`config.mk`:
```
export PLATFORM = sky130hd
export DESIGN_NAME = cpht_ctrl
export DESIGN_NICKNAME = d
export VERILOG_FILES = /design/src/sv/cpht_ctrl.sv
export SDC_FILE = /design/constraint.sdc
export NUM_CORES = 1
export LEC_CHECK = 0
export BUFFER_PORTS_ARGS = -buffer_cell sky130_fd_sc_hd__buf_2
export CAP_MARGIN = 15
export CORE_AREA = 2 2 39 41
export CTS_CLUSTER_DIAMETER = 100
export DETAILED_ROUTE_END_ITERATION = 10
export DIE_AREA = 0 0 41 43
export HOLD_SLACK_MARGIN = 0.08
export MAX_ROUTING_LAYER = met4
export SYNTH_ARGS = -nofsm -noshare
export SYNTH_HDL_FRONTEND = slang
export SYNTH_SLANG_ARGS = --single-unit
```
`constraint.sdc`:
```
create_clock -name clk -period 1.2 [get_ports clk]
set_clock_uncertainty 0.05 [all_clocks]
set_input_delay 0.18 -clock clk [delete_from_list [all_inputs] [get_ports clk]]
set_output_delay 0.18 -clock clk [all_outputs]
set_load 0.01 [all_outputs]
```
`src/sv/cpht_ctrl.sv`:
```
// controller: sequences hash, chain walk, update and result handoff
`default_nettype none
module cpht_ctrl (
    input  wire logic clk,
    input  wire logic rst_n,
    input  wire logic in_valid,
    output logic      in_ready,
    output logic      out_valid,
    input  wire logic out_ready,
    output logic      start,
    output logic      hash_step,
    output logic      walk_read,
    output logic      node_read,
    output logic      walk_check,
    output logic      finish,
    input  wire logic walk_done
);
    typedef enum logic [2:0] {S_IDLE, S_HASH1, S_HASH2, S_HEAD, S_WAIT, S_CHECK, S_DONE, S_OUT}
        state_t;
    state_t state_reg, state_next;

    assign in_ready   = (state_reg == S_IDLE);
    assign out_valid  = (state_reg == S_OUT);
    assign start      = in_valid && in_ready;
    assign hash_step  = (state_reg == S_HASH1) || (state_reg == S_HASH2);
    assign walk_read  = (state_reg == S_HEAD);
    assign node_read  = (state_reg == S_WAIT);
    assign walk_check = (state_reg == S_CHECK);
    assign finish     = (state_reg == S_DONE);

    always_comb
    begin
        state_next = state_reg;
        unique case (state_reg)
            S_IDLE:  if (in_valid) state_next = S_HASH1;
            S_HASH1: state_next = S_HASH2;
            S_HASH2: state_next = S_HEAD;
            S_HEAD:  state_next = S_WAIT;
            S_WAIT:  state_next = S_CHECK;
            S_CHECK: state_next = walk_done ? S_DONE : S_WAIT;
            S_DONE:  state_next = S_OUT;
            S_OUT:   if (out_ready) state_next = S_IDLE;
            default: state_next = S_IDLE;
        endcase
    end

    always_ff @(posedge clk or negedge rst_n)
    begin
        if (!rst_n)
            state_reg <= S_IDLE;
        else
            state_reg <= state_next;
    end
endmodule
`default_nettype wire

```
Yosys cells after proc, flatten, opt, wreduce, memory -nomap -nowiden
Index checks and enable logic that the tools add are counted.

operators by class
  reductions and logical operators = 4
  mux-type cells = 4
  eq/ne operators = 9

operator list
  operator                                             count
  one-hot mux 3 bit (8 select lines)                   1
  equality test 3 bit, second input constant           4
  equality test 3 x 2 -> 1 bit, second input constant  2
  two-way mux 3 bit                                    2
  equality test 3 x 1 -> 1 bit, second input constant  1
  zero test 3 bit                                      1
  two-way mux 2 bit                                    1
  != test 2 x 1 -> 1 bit, second input constant        1
  != test 2 bit, second input constant                 1
  AND reduction 2 bit                                  1
  logical AND 1 bit                                    1
  logical OR 1 bit                                     1

storage, ports and cells
  bits in registers = 3
  word-level logic and storage cells = 18
  input port bits = 5

Longest topological paths before layout
  depth after elaboration = 3
  depth in mapped cells = 4
  gate-level depth less buffers = 3

Worst setup path after synthesis
No wires, ideal clock.

  path type = register to output
  from = reg state_reg[1]
  to = out start
  buffers on the path = 1
  cell stages (with the launch flop) = 4
  data required time = 970 ps
  path slack = 35 ps
  data arrival time = 935 ps
  cell sequence = dfrtp_1 > buf_2 > nor3_2 > and2_1

between the ends
  word-level cells in the longest chain between the ends = 2

ends and longest elaborated chain
  what                      RTL line  text
  start: declaration        20        state_t state_reg, state_next;
  start signal: assignment  52        state_reg <= state_next;
  zero test 3 bit           22        assign in_ready = (state_reg == S_IDLE);
  named net in_ready        7         output logic in_ready,
  logical AND 1 bit         24        assign start = in_valid && in_ready;
  end: declaration          10        output logic start,

The timed path passes the listed nets, and every way through them passes these cells.

Worst setup path after layout
  from = reg state_reg[2]
  to = out start

between the ends
  word-level cells in the longest chain between the ends = 2

ends and longest elaborated chain
  what               RTL line
  zero test 3 bit    22
  logical AND 1 bit  24

Every way passes these cells.

==> results.txt <==
----------------------------------------------------
[Worst setup path]
  Largest fanout on the critical path ... 6
  CP Data Arrival Time ... roughly 1.1 ns
  Worst EP required ... around 0.97 ns
  Endpoint kind of the worst setup timing path ... output port
  Ordered cell list for the critical path ... nor3_2 -> and2_1 -> buf_2
  Worst path buffer plus inverter count ... 1
  Highest cell delay on the worst timing path ... 0.44 ns
  Type of the setup path with the least slack ... reg2out
  Top cell family by delay on the critical path ... flip-flops
  Startpoint type of the worst setup path ... register
  Worst-path cell with the longest stage delay ... sky130_fd_sc_hd__dfrtp_2

[Detailed routing]
  Remaining design rule violation count ... 0
  Post-route antenna net violation count ... 0
  Via count normalized by instance count ... 3.98
  Highest metal layer with signal wires ... met3
  Post-detailed-routing wire length ... 480 um
  Routed metal-1 wire length ... approximately 180 um
  Routed len/inst ... about 7.7 um
  Detailed route wirelength on metal2 ... 249 um
  Total length of routed met3 wires ... approximately 47 um
  Via count ... ~250
  TritonRoute pass-1 iters ... 2
  Count of routing violations after the opening detailed-route iteration ... 1

[Placement]
  Post-detailed-placement half-perimeter wirelength ... 354 um
  Instance area at placement ... about 260 um2
  Setup slack after placement ... ~0.07 ns
  Number of buffers added on ports ... 12
  Final Wtd Congestion ... roughly 0.6
  Placed Cells incl. Taps ... 52

[Clock tree]
  Clock tree from TritonCTS ... done
  Num CTS Buffers ... 3
  Worst-case clock buffer depth ... 2
  Worst-Skew Late Latency ... ~0.23 ns
  Depth of the CTS H-tree ... 1
  Clock Root Buffer ... sky130_fd_sc_hd__clkbuf_4
  Number of sinks driven by the clock tree ... 3
  Clock-pin slew of the registers on the worst-case setup and hold paths ... 0.04 ns

[Global routing]
  Largest net degree at the start of global routing ... 9
  Initial antenna violation count ... 0
  Global route overflow ... 0
  Wire length of the first global-routing pass ... roughly 700 um
  Vias in the first global route ... between 150 and 200
  Global Route Usage Sum ... 6.91%

[Worst hold path]
  Class of the tightest hold or removal check ... in2reg

[Synth]
  Unique masters post-synth ... 15
  Leading cell type by number of instances after synthesis ... sky130_fd_sc_hd__nor2_1
  Synth area leaders ... sky130_fd_sc_hd__dfrtp_1, sky130_fd_sc_hd__nor2_1, sky130_fd_sc_hd__o21ai_1, sky130_fd_sc_hd__nor3_1, sky130_fd_sc_hd__nor3_2
  Cell taking the most area after synthesis ... sky130_fd_sc_hd__dfrtp_1
  Most used flip-flop cell after synthesis ... sky130_fd_sc_hd__dfrtp_1
  Number of nets produced by synthesis ... 30
  Post-Synthesis Cells ... 25
  Share of the synthesized area in the top cell type ... 39.7%
  Share of the yosys chip area belonging to registers ... approximately two fifths
  Average size of a mapped cell ... between 7 and 8 um2
  Number of enable flip-flop cells after synthesis ... 0
  Cell area after synthesis ... 189 um2
  Synthesis-stage register bit count ... 3
  Share of async-settable or async-resettable flops after synthesis ... 100%
  Most frequent cells after synthesis ... sky130_fd_sc_hd__nor2_1, sky130_fd_sc_hd__dfrtp_1, sky130_fd_sc_hd__o21ai_1
  Count of synthesis-stage warnings from yosys ... 0

[Timing]
  Max-slew violation count ... 0
  Shortest clock period the worst path allows after layout ... roughly 1.3 ns
  Achievable frequency ... approximately 750 MHz
  Setup repair after global routing missed its margin ... true
  Worst setup margin ... -0.134 ns
  Relative slew margins ... between 80 and 90%
  Final cycle utilization of the critical path ... 111%
  Setup-failing EPs final ... 8
  Least-Margin Pin Slew ... approximately 0.18 ns
  Final hold vios ... 0

[Finish]
  Post-layout instance count excluding filler cells ... 62
  Net count, final ... 52
  N_diodes ... 0
  Number of flip-flops under the largest register name ... 3
  Design area ... about 360 um2
  Growth of design area from synthesis to finish ... 91.4%
  Proportion of layout cells with a drive suffix above 1 ... approximately two thirds

[Floorplanning]
  Die width ... 41 um
  Die Ht ... about 43 um
  Die Footprint ... about 0.0018 mm2
  Area of the core ... about 0.0014 mm2
  Row count ... 14
  Starting utilization of the core area ... 13.7%
  IO Pins ... 13

[Pwr]
  Static leakage ... 0.188 nW
  VDD IR-drop max ... approximately 0.40 mV
  Total power after layout ... 992 uW
  Power Dens Cells ... 2740 mW/mm2

[Status]
  Status ... finished, violations left
  Violations in the final reports ... setup timing

[Flow run]
  Maximum capacitance violations ... 0

----------------------------------------------------
## power breakdown
| part | switching [mW] | total, mW | internal, mW |
|---|---|---|---|
| clock network | 0.0506 | 0.175 | 0.125 |
| registers | 0.107 | 0.269 | 0.162 |
| logic | 0.246 | 0.548 | 0.302 |
| total | 0.404 | 0.992 | 0.588 |
## per-layer routing
metal / vias up / global-route usage [%]
met3: 0 / 4.71
met1: 115 / 5.84
met2: 7 / 8.75
li1: 125 / -
met5: - / -
met4: 0 / 8.00
## through the flow
stage	hold WS, ns	TNS, ns	util (%)
finish	0.188	-0.667	26.1
global placement	-0.0735	0	19.1
global route	0.197	-1.22	26.1
CTS	0.178	-0.817	24.6
detailed placement	-0.0729	0	19.1
floorplan	-0.166	0	-
## layout by cell type (no fill, tap or decap), drive strengths merged
| cell | Yosys | layout |
|---|---|---|
| buf | 1 | 17 |
| nor2 | 5 | 5 |
| clkbuf | 0 | 4 |
| o21ai | 4 | 4 |
| dfrtp | 3 | 3 |
| nor3 | 3 | 3 |
| inv | 2 | 2 |
| nand2 | 2 | 2 |
| and3 | 1 | 1 |
| xnor2 | 1 | 1 |
| and2 | 1 | 1 |
| a21oi | 1 | 1 |
| and2b | 1 | 1 |
| dlygate4sd3 | 0 | 1 |
## repair_timing
item / in CTS / in global routing
hold endpoints to repair: 3 / 0
setup endpoints to repair: 8 / 9
gates resized for setup: 7 / 2
setup buffers: 3 / 2
pin swaps: 4 / 0
hold buffers: 1 / 0
## worst paths after layout
check                        startpoint            to  slack [ns]  cells after the start
max                        state_reg[2]         start       -0.13                      3
min                            in_valid  state_reg[0]        0.19                      3
max reg2reg                state_reg[0]  state_reg[0]        0.05                      5
min reg2reg                state_reg[0]  state_reg[0]        0.55                      1
max in group asynchronous         rst_n  state_reg[2]        0.76                      2
min in group asynchronous         rst_n  state_reg[0]        0.22                      2
## final cells by class
| class | instances | area (um2) |
|---|---|---|
| timing repair buffer | 18 | 114 |
| fill | 160 | 1020 |
| inverter | 2 | 7.51 |
| clock buffer | 4 | 26.3 |
| multi-input combinational | 19 | 115 |
| sequential | 3 | 78.8 |
| tap | 16 | 20.0 |
## tightest hold or removal path: stages
cell	delay, ns
sky130_fd_sc_hd__buf_2	0.09
sky130_fd_sc_hd__nor2_1	0.03
sky130_fd_sc_hd__o21ai_1	0.12
## cells by family after synthesis
group           count (synthesis)  share of synthesized area, %
xor+xnor                        1                          4.64
buf+inv                         3                          6.62
simple gates                   13                          35.8
compound gates                  5                          13.2
flops                           3                          39.7
No activity file was read; power rests on OpenSTA's default activity.
